`src/rtl/mdfr_pkg.sv`:
```
// mdfr_pkg: shared types and constants for the message deframer
// no dependencies; imported by every deframer module
package mdfr_pkg;

   // framing mode register values
   localparam logic FRAME_NEWLINE = 1'b0;
   localparam logic FRAME_LENGTH  = 1'b1;

   // input word kinds
   localparam logic MODE_DATA    = 1'b0;
   localparam logic MODE_NEWCONN = 1'b1;

   localparam logic [7:0] NEWLINE_CHAR = 8'h0A;
   localparam int unsigned HEADER_LEN  = 4;
   localparam logic [1:0] HDR_LAST_IDX = 2'(HEADER_LEN - 1);

   typedef struct packed {
      logic       mode;
      logic [7:0] data_byte;
   } item_type;

   typedef struct packed {
      logic [7:0] payload_byte;
      logic       last_of_message;
      logic       empty_message;
   } result_type;

endpackage

```
`src/rtl/mdfr_chan_if.sv`:
```
// mdfr_req_if / mdfr_rsp_if: valid/ready channels of the deframer
// depends on nothing; used by the deframer top level
interface mdfr_req_if;
   logic       valid;
   logic       ready;
   logic       mode;
   logic [7:0] data_byte;

   modport source (output valid, output mode, output data_byte, input ready);
   modport sink   (input valid, input mode, input data_byte, output ready);
endinterface

interface mdfr_rsp_if;
   logic       valid;
   logic       ready;
   logic [7:0] payload_byte;
   logic       last_of_message;
   logic       empty_message;

   modport source (output valid, output payload_byte, output last_of_message,
                   output empty_message, input ready);
   modport sink   (input valid, input payload_byte, input last_of_message,
                   input empty_message, output ready);
endinterface

```
`src/rtl/mdfr_in_stage.sv`:
```
// mdfr_in_stage: input register of the deframer pipeline
// depends on mdfr_pkg
module mdfr_in_stage
   import mdfr_pkg::*;
(
   input  logic         clock,
   input  logic         reset,
   input  logic         in_valid,
   output logic         in_ready,
   input  item_type     in_item,
   output logic         out_valid,
   input  logic         out_ready,
   output item_type     out_item
);

   logic     valid_ff, valid_in;
   item_type item_ff, item_in;
   logic     take;

   // take a new word when the register is empty or draining
   assign in_ready = !valid_ff || out_ready;
   assign take     = in_valid && in_ready;

   always_comb begin
      valid_in = take ? 1'b1 : (out_ready ? 1'b0 : valid_ff);
      item_in  = take ? in_item : item_ff;
   end

   always_ff @(posedge clock) begin
      if (reset) begin
         valid_ff <= 1'b0;
      end else begin
         valid_ff <= valid_in;
      end
   end

   always_ff @(posedge clock) begin
      item_ff <= item_in;
   end

   assign out_valid = valid_ff;
   assign out_item  = item_ff;

endmodule

```
`src/rtl/mdfr_core.sv`:
```
// mdfr_core: framing state and per-word decode for both framing modes
// depends on mdfr_pkg
module mdfr_core
   import mdfr_pkg::*;
(
   input  logic       clock,
   input  logic       reset,
   input  logic       framing_mode,
   input  logic       fire,
   input  item_type   item,
   output logic       res_valid,
   output result_type res
);

   logic        in_payload_ff, in_payload_in;
   logic [1:0]  hdr_seen_ff, hdr_seen_in;
   logic [31:0] remaining_ff, remaining_in;
   logic [7:0]  held_byte_ff, held_byte_in;
   logic        held_valid_ff, held_valid_in;

   logic [31:0] shifted;
   logic [31:0] decremented;

   assign shifted     = {remaining_ff[23:0], item.data_byte};
   assign decremented = remaining_ff - 32'd1;

   // next state and result for one word
   always_comb begin
      in_payload_in = in_payload_ff;
      hdr_seen_in   = hdr_seen_ff;
      remaining_in  = remaining_ff;
      held_byte_in  = held_byte_ff;
      held_valid_in = held_valid_ff;
      res_valid     = 1'b0;
      res           = '0;

      if (item.mode == MODE_NEWCONN) begin
         in_payload_in = 1'b0;
         hdr_seen_in   = '0;
         remaining_in  = '0;
         held_byte_in  = '0;
         held_valid_in = 1'b0;
      end else if (framing_mode == FRAME_LENGTH) begin
         if (!in_payload_ff) begin
            // gather big-endian length
            remaining_in = shifted;
            if (hdr_seen_ff != HDR_LAST_IDX) begin
               hdr_seen_in = hdr_seen_ff + 2'd1;
            end else begin
               hdr_seen_in = '0;
               if (shifted == '0) begin
                  res_valid           = 1'b1;
                  res.last_of_message = 1'b1;
                  res.empty_message   = 1'b1;
               end else begin
                  in_payload_in = 1'b1;
               end
            end
         end else begin
            // pass payload byte
            remaining_in        = decremented;
            res_valid           = 1'b1;
            res.payload_byte    = item.data_byte;
            res.last_of_message = (decremented == '0);
            if (decremented == '0) begin
               in_payload_in = 1'b0;
            end
         end
      end else begin
         // newline mode with one byte held back
         if (item.data_byte == NEWLINE_CHAR) begin
            if (held_valid_ff) begin
               res_valid           = 1'b1;
               res.payload_byte    = held_byte_ff;
               res.last_of_message = 1'b1;
               held_valid_in       = 1'b0;
               held_byte_in        = '0;
            end
         end else begin
            if (held_valid_ff) begin
               res_valid        = 1'b1;
               res.payload_byte = held_byte_ff;
            end
            held_byte_in  = item.data_byte;
            held_valid_in = 1'b1;
         end
      end
   end

   // state registers
   always_ff @(posedge clock) begin
      if (reset) begin
         in_payload_ff <= 1'b0;
         hdr_seen_ff   <= '0;
         remaining_ff  <= '0;
         held_byte_ff  <= '0;
         held_valid_ff <= 1'b0;
      end else if (fire) begin
         in_payload_ff <= in_payload_in;
         hdr_seen_ff   <= hdr_seen_in;
         remaining_ff  <= remaining_in;
         held_byte_ff  <= held_byte_in;
         held_valid_ff <= held_valid_in;
      end
   end

endmodule

```
`src/rtl/mdfr_out_stage.sv`:
```
// mdfr_out_stage: result register of the deframer pipeline
// depends on mdfr_pkg
module mdfr_out_stage
   import mdfr_pkg::*;
(
   input  logic       clock,
   input  logic       reset,
   input  logic       fire,
   input  logic       res_valid,
   input  result_type res,
   output logic       can_load,
   output logic       out_valid,
   input  logic       out_ready,
   output result_type out_res
);

   logic       valid_ff, valid_in;
   result_type res_ff, res_in;

   // load when empty or when the current word leaves this cycle
   assign can_load = !valid_ff || out_ready;

   always_comb begin
      valid_in = valid_ff;
      res_in   = res_ff;
      if (can_load) begin
         valid_in = fire && res_valid;
         res_in   = res;
      end
   end

   always_ff @(posedge clock) begin
      if (reset) begin
         valid_ff <= 1'b0;
      end else begin
         valid_ff <= valid_in;
      end
   end

   always_ff @(posedge clock) begin
      res_ff <= res_in;
   end

   assign out_valid = valid_ff;
   assign out_res   = res_ff;

endmodule

```
`src/rtl/message_deframer_length_or_newline_unit.sv`:
```
// message_deframer_length_or_newline_unit: splits a byte stream into messages
// pipeline: an input word passes the input register, then the result register, to become a result word
// throughput: one word per cycle; a stalled result holds the pipe behind it
// reset: synchronous, clears framing state, framing mode (newline) and both stages
// depends on mdfr_pkg, mdfr_chan_if, mdfr_in_stage, mdfr_core, mdfr_out_stage
module message_deframer_length_or_newline_unit
   import mdfr_pkg::*;
(
   input  logic      clock,
   input  logic      reset,
   mdfr_req_if.sink  req_chan,
   mdfr_rsp_if.source rsp_chan,
   input  logic      csr_wr_en,
   input  logic      csr_wr_data
);

   logic         framing_mode_ff, framing_mode_in;
   item_type     req_item, s1_item;
   logic         s1_valid;
   logic         can_load;
   logic         fire;
   logic         res_valid;
   result_type   res, out_res;

   // framing mode register
   assign framing_mode_in = csr_wr_en ? csr_wr_data : framing_mode_ff;

   always_ff @(posedge clock) begin
      if (reset) begin
         framing_mode_ff <= FRAME_NEWLINE;
      end else begin
         framing_mode_ff <= framing_mode_in;
      end
   end

   assign req_item.mode      = req_chan.mode;
   assign req_item.data_byte = req_chan.data_byte;

   // input register
   mdfr_in_stage u_in (
      .clock    (clock),
      .reset    (reset),
      .in_valid (req_chan.valid),
      .in_ready (req_chan.ready),
      .in_item  (req_item),
      .out_valid(s1_valid),
      .out_ready(can_load),
      .out_item (s1_item)
   );

   // word is processed when it leaves the input register
   assign fire = s1_valid && can_load;

   mdfr_core u_core (
      .clock       (clock),
      .reset       (reset),
      .framing_mode(framing_mode_ff),
      .fire        (fire),
      .item        (s1_item),
      .res_valid   (res_valid),
      .res         (res)
   );

   // result register
   mdfr_out_stage u_out (
      .clock    (clock),
      .reset    (reset),
      .fire     (fire),
      .res_valid(res_valid),
      .res      (res),
      .can_load (can_load),
      .out_valid(rsp_chan.valid),
      .out_ready(rsp_chan.ready),
      .out_res  (out_res)
   );

   assign rsp_chan.payload_byte    = out_res.payload_byte;
   assign rsp_chan.last_of_message = out_res.last_of_message;
   assign rsp_chan.empty_message   = out_res.empty_message;

endmodule
```
`src/flat_wrapper.sv`:
```
// flat-port wrapper written by rule: the top's interface ports become plain ports
module message_deframer_length_or_newline_unit_flat import mdfr_pkg::*;
  (clock, reset, csr_wr_en, csr_wr_data, req_chan_valid, req_chan_mode, req_chan_data_byte, req_chan_ready, rsp_chan_valid, rsp_chan_payload_byte, rsp_chan_last_of_message, rsp_chan_empty_message, rsp_chan_ready);
  mdfr_req_if req_chan_i ();
  mdfr_rsp_if rsp_chan_i ();
  input  logic clock;
  input  logic reset;
  input  logic csr_wr_en;
  input  logic csr_wr_data;
  input wire logic [$bits(req_chan_i.valid)-1:0] req_chan_valid;
  input wire logic [$bits(req_chan_i.mode)-1:0] req_chan_mode;
  input wire logic [$bits(req_chan_i.data_byte)-1:0] req_chan_data_byte;
  output wire logic [$bits(req_chan_i.ready)-1:0] req_chan_ready;
  output wire logic [$bits(rsp_chan_i.valid)-1:0] rsp_chan_valid;
  output wire logic [$bits(rsp_chan_i.payload_byte)-1:0] rsp_chan_payload_byte;
  output wire logic [$bits(rsp_chan_i.last_of_message)-1:0] rsp_chan_last_of_message;
  output wire logic [$bits(rsp_chan_i.empty_message)-1:0] rsp_chan_empty_message;
  input wire logic [$bits(rsp_chan_i.ready)-1:0] rsp_chan_ready;
  assign req_chan_i.valid = req_chan_valid;
  assign req_chan_i.mode = req_chan_mode;
  assign req_chan_i.data_byte = req_chan_data_byte;
  assign req_chan_ready = req_chan_i.ready;
  assign rsp_chan_valid = rsp_chan_i.valid;
  assign rsp_chan_payload_byte = rsp_chan_i.payload_byte;
  assign rsp_chan_last_of_message = rsp_chan_i.last_of_message;
  assign rsp_chan_empty_message = rsp_chan_i.empty_message;
  assign rsp_chan_i.ready = rsp_chan_ready;
  message_deframer_length_or_newline_unit u_core (.clock(clock), .reset(reset), .req_chan(req_chan_i), .rsp_chan(rsp_chan_i), .csr_wr_en(csr_wr_en), .csr_wr_data(csr_wr_data));
endmodule
```
`config.mk`:
```
export PLATFORM = sky130hd
export DESIGN_NAME = message_deframer_length_or_newline_unit_flat
export DESIGN_NICKNAME = d
export VERILOG_FILES = /design/src/rtl/mdfr_pkg.sv /design/src/rtl/mdfr_chan_if.sv /design/src/rtl/mdfr_in_stage.sv /design/src/rtl/mdfr_core.sv /design/src/rtl/mdfr_out_stage.sv /design/src/rtl/message_deframer_length_or_newline_unit.sv /design/src/flat_wrapper.sv
export SDC_FILE = /design/constraint.sdc
export NUM_CORES = 1
export LEC_CHECK = 0
export BUFFER_PORTS_ARGS = -buffer_cell sky130_fd_sc_hd__buf_2
export CAP_MARGIN = 0
export CORE_ASPECT_RATIO = 1.4
export CORE_MARGIN = 3
export CORE_UTILIZATION = 42
export CTS_BUF_LIST = sky130_fd_sc_hd__clkbuf_16
export CTS_CLUSTER_DIAMETER = 80
export DETAILED_ROUTE_END_ITERATION = 8
export HOLD_SLACK_MARGIN = 0.03
export PLACE_DENSITY_LB_ADDON = 0.12
export SKIP_CTS_REPAIR_TIMING = 1
export SYNTH_ARGS = -nofsm -noshare
export SYNTH_HDL_FRONTEND = slang
export SYNTH_SLANG_ARGS = --single-unit
```
`constraint.sdc`:
```
create_clock -name clock -period 3.2 [get_ports clock]
set_clock_uncertainty 0.1 [all_clocks]
set_input_delay 0.16 -clock clock [delete_from_list [all_inputs] [get_ports clock]]
set_output_delay 0.16 -clock clock [all_outputs]
set_load 0.02 [all_outputs]
```
==> results of run 1 <==
-- through the flow --
stage / util / std cells / setup WS (ps) / power [W]
CTS: 0.4913 / 631 / 116.1 / 0.002097
global route: 0.5059 / 643 / 24.12 / 0.002173
floorplan: - / 510 / 571.1 / 0.001068
finish: 0.5059 / 643 / 245.6 / 0.002093
global placement: 0.4593 / 615 / 295.4 / 0.001117
detailed placement: 0.4593 / 615 / 148.6 / 0.001119
-- where the power goes --
group	switching, W	leakage, nW	total [W]	internal [W]
registers	0.0000271	0.592	0.000904	0.000877
clock network	0.000375	0.143	0.000975	0.000601
logic	0.000124	1.09	0.000213	0.0000890
-- flip-flops by register name (all words and copies together), names as in the netlist, 2 cells and up --
name	flops
u_core.u_core.remaining_ff	32
u_core.u_out.out_res	10
u_core.u_in.out_item	9
u_core.u_core.held_byte_ff	8
u_core.u_core.hdr_seen_ff	2
-- final cells by class --
class	instances	area [um^2]
fillers	865	4537
multi-input cells	391	2301
flip-flops and latches	66	1513
repair buffers	54	370.4
clock buffers	9	225.2
well taps	107	133.9
clock inverters	7	68.82
inverters	9	33.78
-- worst min path at each step --
stage	from	endpoint	slack [ps]	cells after the start
2_1_floorplan	req_chan_data_byte[0]	u_core.u_in.out_item[0]	160	0
4_1_cts	req_chan_data_byte[7]	u_core.u_in.out_item[7]	-110	1
3_3_place_gp	req_chan_data_byte[0]	u_core.u_in.out_item[0]	240	1
5_1_grt	rsp_chan_ready	u_core.u_in.out_valid	140	4
6_report	rsp_chan_ready	u_core.u_in.out_valid	100	4
3_5_place_dp	req_chan_data_byte[7]	u_core.u_in.out_item[7]	240	1
-- metal layers --
metal,part of all wire,vias to the layer above
met5,0,-
met4,0.034,0
met3,0.028,21
met2,0.53,76
met1,0.41,1754
li1,-,1872
-- logic make-up after synthesis --
kind of cell	synth area share
and+or+nand+nor	0.3074
buffers and inverters	0.05631
xor gates and xnor gates	0.04792
DFF	0.3759
AOI/OAI and AO/OA	0.1904
adders and majority gates	0.009335
muxes	0.01276
-- critical path, delay by kind of cell, from the launching register on --
kind / cells / cell delay, ps
compound gates: 5 / 960
flops: 1 / 380
simple gates: 3 / 1000
fa+ha+maj: 1 / 250
buf+inv: 1 / 110
-- cell usage in the layout (no fill, tap or decap), drive strengths merged, types with 7 or more instances in the layout --
master       count
xor2             7
nor3b            7
nor2           110
nor4            16
a21oi           58
xnor2           15
clkbuf           9
a22oi           11
buf             42
or3             12
dlygate4sd3     12
o21ai           15
edfxtp          19
a211oi          14
dfxtp           47
nand2           29
nor3            11
nand3            9
inv             10
==> metrics.txt, run 1 <==
status finished, final reports clean; unrepaired setup endpoints after global routing false; Nets 549; area share of the largest cell type after synthesis 0.2340; Skew-Pair Late Insertion Delay 340 ps; Max IR drop VDD 0.3314 mV; diode count 0; synth unique cells 58; Slew @ Worst Pin 919.5 ps; register clock-pin slew on the reported worst setup and hold paths 60 ps; FF-to-FF End u_core.u_out.out_res[1]; CTS root buffer clkbuf_16; worst hold path type input port to register; drc violations 0; hpwl dp 7773 um; setup TNS 0 ps; core area 9183 um^2; Syn Nets between 500 and 600; Final Cell Area 4646 um^2; CP Capture Point u_core.u_out.out_res[1]; max incr delay on CP 540 ps; Area Overhead vs Synth 15.53%; Final Hold Vio Count 0; Initial Util 0.4379; Synth Area per Inst 7.885 um^2; worst-path maximum fanout 8; Post-synth top flop dfxtp_1; pwr/cell area 450.4 nW/um^2; routed len/inst roughly 17 um; first-pass GRT wire length 17930 um; fraction of layout cells with a size suffix above 1 0.1418; period utilisation layout 0.9233; #FFs+latches synth 66; drt first pass iters 4; CP most frequent cell and4_1; number of flops mapped to enable cells by yosys 19; drt via density 5.790; Leak between 1.5 and 2 nW; die area 10800 um^2; top cells by instance count after synthesis nor2_1 (110), a21oi_1 (58), dfxtp_1 (47), clkbuf_1 (33), nand2_1 (29); synth top area cells dfxtp_1 (23%), edfxtp_1 (14%), nor2_1 (10%); input/output buffers 26; worst r2r path cells 10; Post-DP Area 4218 um^2; post-layout min period approximately 3000 ps; cells along the critical path inv_1, ha_2, or4b_4, a2111oi_2, o21ai_0, a221oi_1, and4_1, and4_1, a21oi_1, o21bai_1; nature of the critical path endpoint register; Slew Viols, Final 0; CP max stage cell or4b_4; vias 3723; Rel. slew slack 0.3870; largest net degree at the start of global routing 48; CTS Buf Count 9; Die W 88.70 um; Crit. Startpoint u_core.u_core.remaining_ff[0]; WL final 10940 um; initial antenna violation count 0; M2 GR Usage 0.3806; die height about 120 um; grt peak-use layer met2; I/O Pins 27; placer congestion estimate about 0.88; count leader, synth nor2_1; CTS tree done; Synth Cell Area around 4000 um^2; Sink Count 66; Syn. warnings 0; fmax 338.5 MHz; Routed Antenna Nets 0; post-synth top area cell dfxtp_1; DRT iter0 DRCs 198; total track usage 0.2141; vias in the first global route 3624; Post-Syn Instances around 500; total grt overflow 0; GR Util met3 0.02436; Async SR Flop Fraction 0; Worst Setup Start Kind register; flop2flop setup slack 250 ps; Final Setup Violations 0; Hold WS 98.28 ps; Clock Path Buffers 2; CP Class register to register; Max Cap Violations 0; worst path required time 3280 ps; Seq/Total Area, Yosys 0.3759; Arrival @ worst endpoint 3040 ps; worst r2r src u_core.u_core.remaining_ff[0]; # rows just over 40; met1 Resource Use GR 0.2429; number of H-tree levels 3
Note: power is estimated with default switching activity, not from simulation.
==> run 2, diff against run 1 <==
- BUFFER_PORTS_ARGS: -buffer_cell sky130_fd_sc_hd__buf_2 -> not set
- DONT_BUFFER_PORTS: not set -> 1
==> metrics.txt, run 2 (synthesis results as in run 1) <==
largest net degree at the start of global routing 48 (unchanged); most frequent cells in the layout nor2_1 (110), a21oi_1 (58), dfxtp_1 (46); DRT iter0 DRCs 277 (+40%); Max IR drop VDD 0.3317 mV (about the same); drt via density 6.100 (+5.4%); number of H-tree levels 3 (unchanged); Clock Path Buffers 2 (unchanged); worst path required time 3290 ps (about the same); placer congestion estimate 0.9200 (+4.2%); hpwl dp 7545 um (-2.9%); vias in the first global route 3593 (-0.86%); post-layout min period 2994 ps (+39.08 ps); worst-path maximum fanout 12 (+4); CTS Buf Count 9 (unchanged); die height 121.8 um (unchanged); Max Cap Violations 0 (unchanged); dpl cells 590 (-4.1%); fraction of layout cells with a size suffix above 1 0.09961 (-0.04218); Die W 88.70 um (unchanged); Nets 525 (-4.4%); drt first pass iters 4 (unchanged); register clock-pin slew on the reported worst setup and hold paths 60 ps (about the same); CTS tree done; flop2flop setup slack 210 ps (-40 ps); WL final 10930 um (-0.11%); met2 routed WL 5638 um (-2.6%); max layer used met4; met3 WL 392 um (+29%); Area Overhead vs Synth 13.91%; met1 WL 4523 um (+1.1%); Largest Register u_core.u_core.remaining_ff; # rows 41 (unchanged); unrepaired setup endpoints after global routing false; leading cell type in the layout, fill and taps excluded nor2_1; total track usage 0.2135 (-0.0006599); Rel. slew slack 0.4250 (+0.03798); I/O Pins 27 (unchanged); CP Class register to register; Worst Setup Start Kind register; Sink Count 66 (unchanged); Final Non-Filler Cells 619 (-3.7%); die area 10800 um^2 (unchanged); drc violations 0 (unchanged); nature of the critical path endpoint register; worst hold path type input port to register; CTS root buffer clkbuf_16; input/output buffers 0 (-100%); Arrival @ worst endpoint 3080 ps (+40 ps); first-pass GRT wire length 17860 um (-0.38%); initial antenna violation count 0 (unchanged); core area 9183 um^2 (unchanged); fmax 334.1 MHz (-1.3%); diode count 0 (unchanged); period utilisation layout 0.9355 (+0.01221); pwr/cell area 490.3 nW/um^2 (+8.8%); Storage cell area 1513 um^2 (unchanged); total grt overflow 0 (unchanged); Initial Util 0.4379 (unchanged); max reg flops 32 (unchanged); # fillers 901 (+4.2%); vias 3776 (+1.4%); Final Hold Vio Count 0 (unchanged); area of the multi-input gates 2291 um^2 (-0.44%); Routed Antenna Nets 0 (unchanged); status finished, final reports clean; Slew @ Worst Pin 862.5 ps (-56.96 ps); Slew Viols, Final 0 (unchanged); Leak 1.747 nW (-4.4%); Final Setup Violations 0 (unchanged); routed len/inst 17.66 um (+3.8%); Skew-Pair Late Insertion Delay 340 ps (about the same); setup TNS 0 ps (unchanged)
[run 2: changes by cell type in the layout (fill, tap and decap cells not counted)]
cell | before | now
bufinv_16 | 1 | 3
ha_2 | 1 | 0
ha_1 | 2 | 3
clkinvlp_4 | 1 | 0
nand3_4 | 1 | 0
buf_12 | 0 | 1
buf_2 | 26 | 0
clkinv_2 | 2 | 1
buf_4 | 16 | 17
nand3_2 | 1 | 2
[run 2: critical path, stage by stage, from the launching register on]
cell and delay (ps):
dfxtp_1 370, inv_1 100, ha_1 300, nor4b_4 400
nand3_2 270, o32a_1 350, o32a_1 210, nor4_1 280
and4_1 240, a21oi_1 70, o21bai_1 150
[run 2: routing by layer]
metal / vias up / global-route usage
met2: 90 / 0.3587
li1: 1829 / -
met4: 0 / 0.1096
met1: 1825 / 0.2511
met5: - / 0
met3: 32 / 0.04465
[run 2: path summary, 6_finish.rpt]
path | start | cells past startpoint | to
max | u_core.u_core.remaining_ff[1] | 10 | u_core.u_out.out_res[1]
min | rsp_chan_ready | 3 | u_core.u_in.out_valid
max reg2reg | u_core.u_core.remaining_ff[1] | 10 | u_core.u_out.out_res[1]
min reg2reg | u_core.u_core.held_byte_ff[4] | 2 | u_core.u_core.held_byte_ff[4]
[run 2: where the power goes]
group          internal, W  leakage (nW)  switching, W
Clock             0.000760         0.167      0.000375
Combinational    0.0000836         0.988      0.000117
Sequential        0.000877         0.592     0.0000324
Total              0.00172          1.75      0.000525
[run 2: cell type report]
type	count	area share
clock buffer	9	0.04917
multi-input combinational	391	0.5001
sequential	66	0.3302
clock inverter	7	0.02540
inverter	9	0.007375
tap	107	0.02923
timing repair buffer	30	0.05845
[run 2: metrics by stage]
| stage | utilization | worst slack (ps) | instance area (um^2) | power [W] | hold WS, ps |
|---|---|---|---|---|---|
| after floorplan | - | 571.1 | 4021 | 0.001068 | 158.9 |
| after global placement | 0.4460 | 265.4 | 4095 | 0.001100 | 128.4 |
| after global routing | 0.4988 | 10.18 | 4581 | 0.002336 | 47.40 |
| after CTS | 0.4832 | 170.7 | 4437 | 0.002243 | -235.1 |
| final | 0.4988 | 206.5 | 4581 | 0.002246 | 13.75 |
| after detailed placement | 0.4460 | 192.6 | 4095 | 0.001100 | 129.0 |
==> run 3, diff against run 2 <==
- CORE_ASPECT_RATIO: 1.4 -> 0.75
==> metrics.txt, run 3 (synthesis results as in run 1) <==
Rel. slew slack 0.5313 (+0.1063); # rows 30 (-27%); input/output buffers 0 (unchanged); Final Hold Vio Count 0 (unchanged); largest net degree at the start of global routing 48 (unchanged); CTS Buf Count 9 (unchanged); pwr/cell area 454.6 nW/um^2 (-7.3%); worst path buffer plus inverter count 1 (unchanged); diode count 0 (unchanged); worst-path maximum fanout 7 (-5); Final Non-Filler Cells 642 (+3.7%); CP Class register to register; Routed Antenna Nets 0 (unchanged); Skew-Pair Late Insertion Delay 330 ps (about the same); Final Setup Violations 0 (unchanged); max reg flops 32 (unchanged); DRT iter0 DRCs 389 (+40%); Initial Util 0.4373 (-0.0006554); register clock-pin slew on the reported worst setup and hold paths 60 ps (about the same); vias 3782 (+0.16%); Area Overhead vs Synth 13.94% (about the same); Leak 1.727 nW (-1.1%); routed len/inst 17.58 um (-0.45%); first-pass GRT wire length 18080 um (+1.2%); hpwl dp 7942 um (+5.3%); Sink Count 66 (unchanged); Max Cap Violations 0 (unchanged); leading cell type in the layout, fill and taps excluded nor2_1; total track usage 0.2094 (-0.004048); Die W 119.0 um (+34%); max incr delay on CP 570 ps (+170 ps); drt via density 5.891 (-3.4%); unrepaired setup endpoints after global routing false; CP max stage cell or4b_4; cells along the critical path inv_1, ha_1, or4b_4, a2111oi_2, o21ai_0, a221oi_1, and4_1, and4_1, a21oi_1, o21bai_1; placer congestion estimate 0.9222 (+0.24%); fraction of layout cells with a size suffix above 1 0.09922 (-0.0003876); most frequent cells in the layout nor2_1 (110), a21oi_1 (58), dfxtp_1 (46); CTS tree done; vias in the first global route 3349 (-6.8%); Max IR drop VDD 0.2643 mV (-20%); setup TNS 0 ps (unchanged); drt first pass iters 5 (+1); die height 90.74 um (-25%); Final Util 0.4982 (-0.0006110); core area 9196 um^2 (+0.15%); nature of the critical path endpoint register; total grt overflow 0 (unchanged); CTS root buffer clkbuf_16; Largest Register u_core.u_core.remaining_ff; fmax 330.9 MHz (-0.94%); post-layout min period 3022 ps (+28.50 ps); dpl cells 612 (+3.7%); Clock Path Buffers 2 (unchanged); CP most frequent cell and4_1; period utilisation layout 0.9444 (+0.008905); Arrival @ worst endpoint 3110 ps (+30 ps); number of H-tree levels 3 (unchanged); Slew Viols, Final 0 (unchanged); I/O Pins 27 (unchanged); Worst Setup Start Kind register; status finished, final reports clean; WL final 11290 um (+3.2%); initial antenna violation count 0 (unchanged); CP top delay family simple AND/OR/NAND/NOR gates; Slew @ Worst Pin 703.1 ps (-159.4 ps); drc violations 0 (unchanged); worst hold path type input port to register; worst path required time 3290 ps (about the same); Nets 527 (+0.38%); die area 10800 um^2 (about the same)
run 3: metrics by stage:
stage | worst slack (ps) | hold WS, ps | area [um^2] | total power, W
after detailed placement | 141.5 | 134.6 | 4129 | 0.001111
final | 178.0 | 41.36 | 4582 | 0.002083
after global placement | 289.4 | 130.2 | 4129 | 0.001111
after CTS | 118.1 | -221.2 | 4415 | 0.002068
after floorplan | 571.1 | 158.9 | 4021 | 0.001068
after global routing | 7.292 | 45.90 | 4582 | 0.002158
run 3: layout make-up:
cell class                      instances  area [um^2]
Tap cell                              128        160.2
Timing Repair Buffer                   32        285.3
Inverter                                9        33.78
Clock buffer                            9        225.2
Fill cell                             895         4614
Multi-Input combinational cell        391         2303
Clock inverter                          7        61.31
Sequential cell                        66         1513
run 3: worst register-to-register path: cells and delay by family (launching register included):
| family | cells | cell delay [ps] |
|---|---|---|
| buffers and inverters | 1 | 100 |
| AOI/OAI and AO/OA | 5 | 990 |
| adders and majority gates | 1 | 310 |
| and+or+nand+nor | 3 | 1020 |
| DFF | 1 | 370 |
run 3: power by group:
part	switching, W	internal, W	leakage (nW)
Combinational	0.000129	0.0000909	0.998
Clock	0.000362	0.000593	0.138
Sequential	0.0000308	0.000878	0.592
run 3: worst paths after layout:
kind	from	slack [ps]	depth (start not counted)	to
max	u_core.u_core.remaining_ff[1]	180	10	u_core.u_out.out_res[1]
min	reset	40	2	u_core.u_core.hdr_seen_ff[0]
max reg2reg	u_core.u_core.remaining_ff[1]	180	10	u_core.u_out.out_res[1]
min reg2reg	u_core.u_core.held_byte_ff[6]	390	2	u_core.u_core.held_byte_ff[6]
run 3: layer usage:
layer  GRT usage  share of wire  vias up
met4     0.06172          0.011        0
met2      0.2506           0.37      143
li1            -              -     1826
met5           0              0        -
met1      0.3470           0.54     1797
met3     0.05573          0.077       16
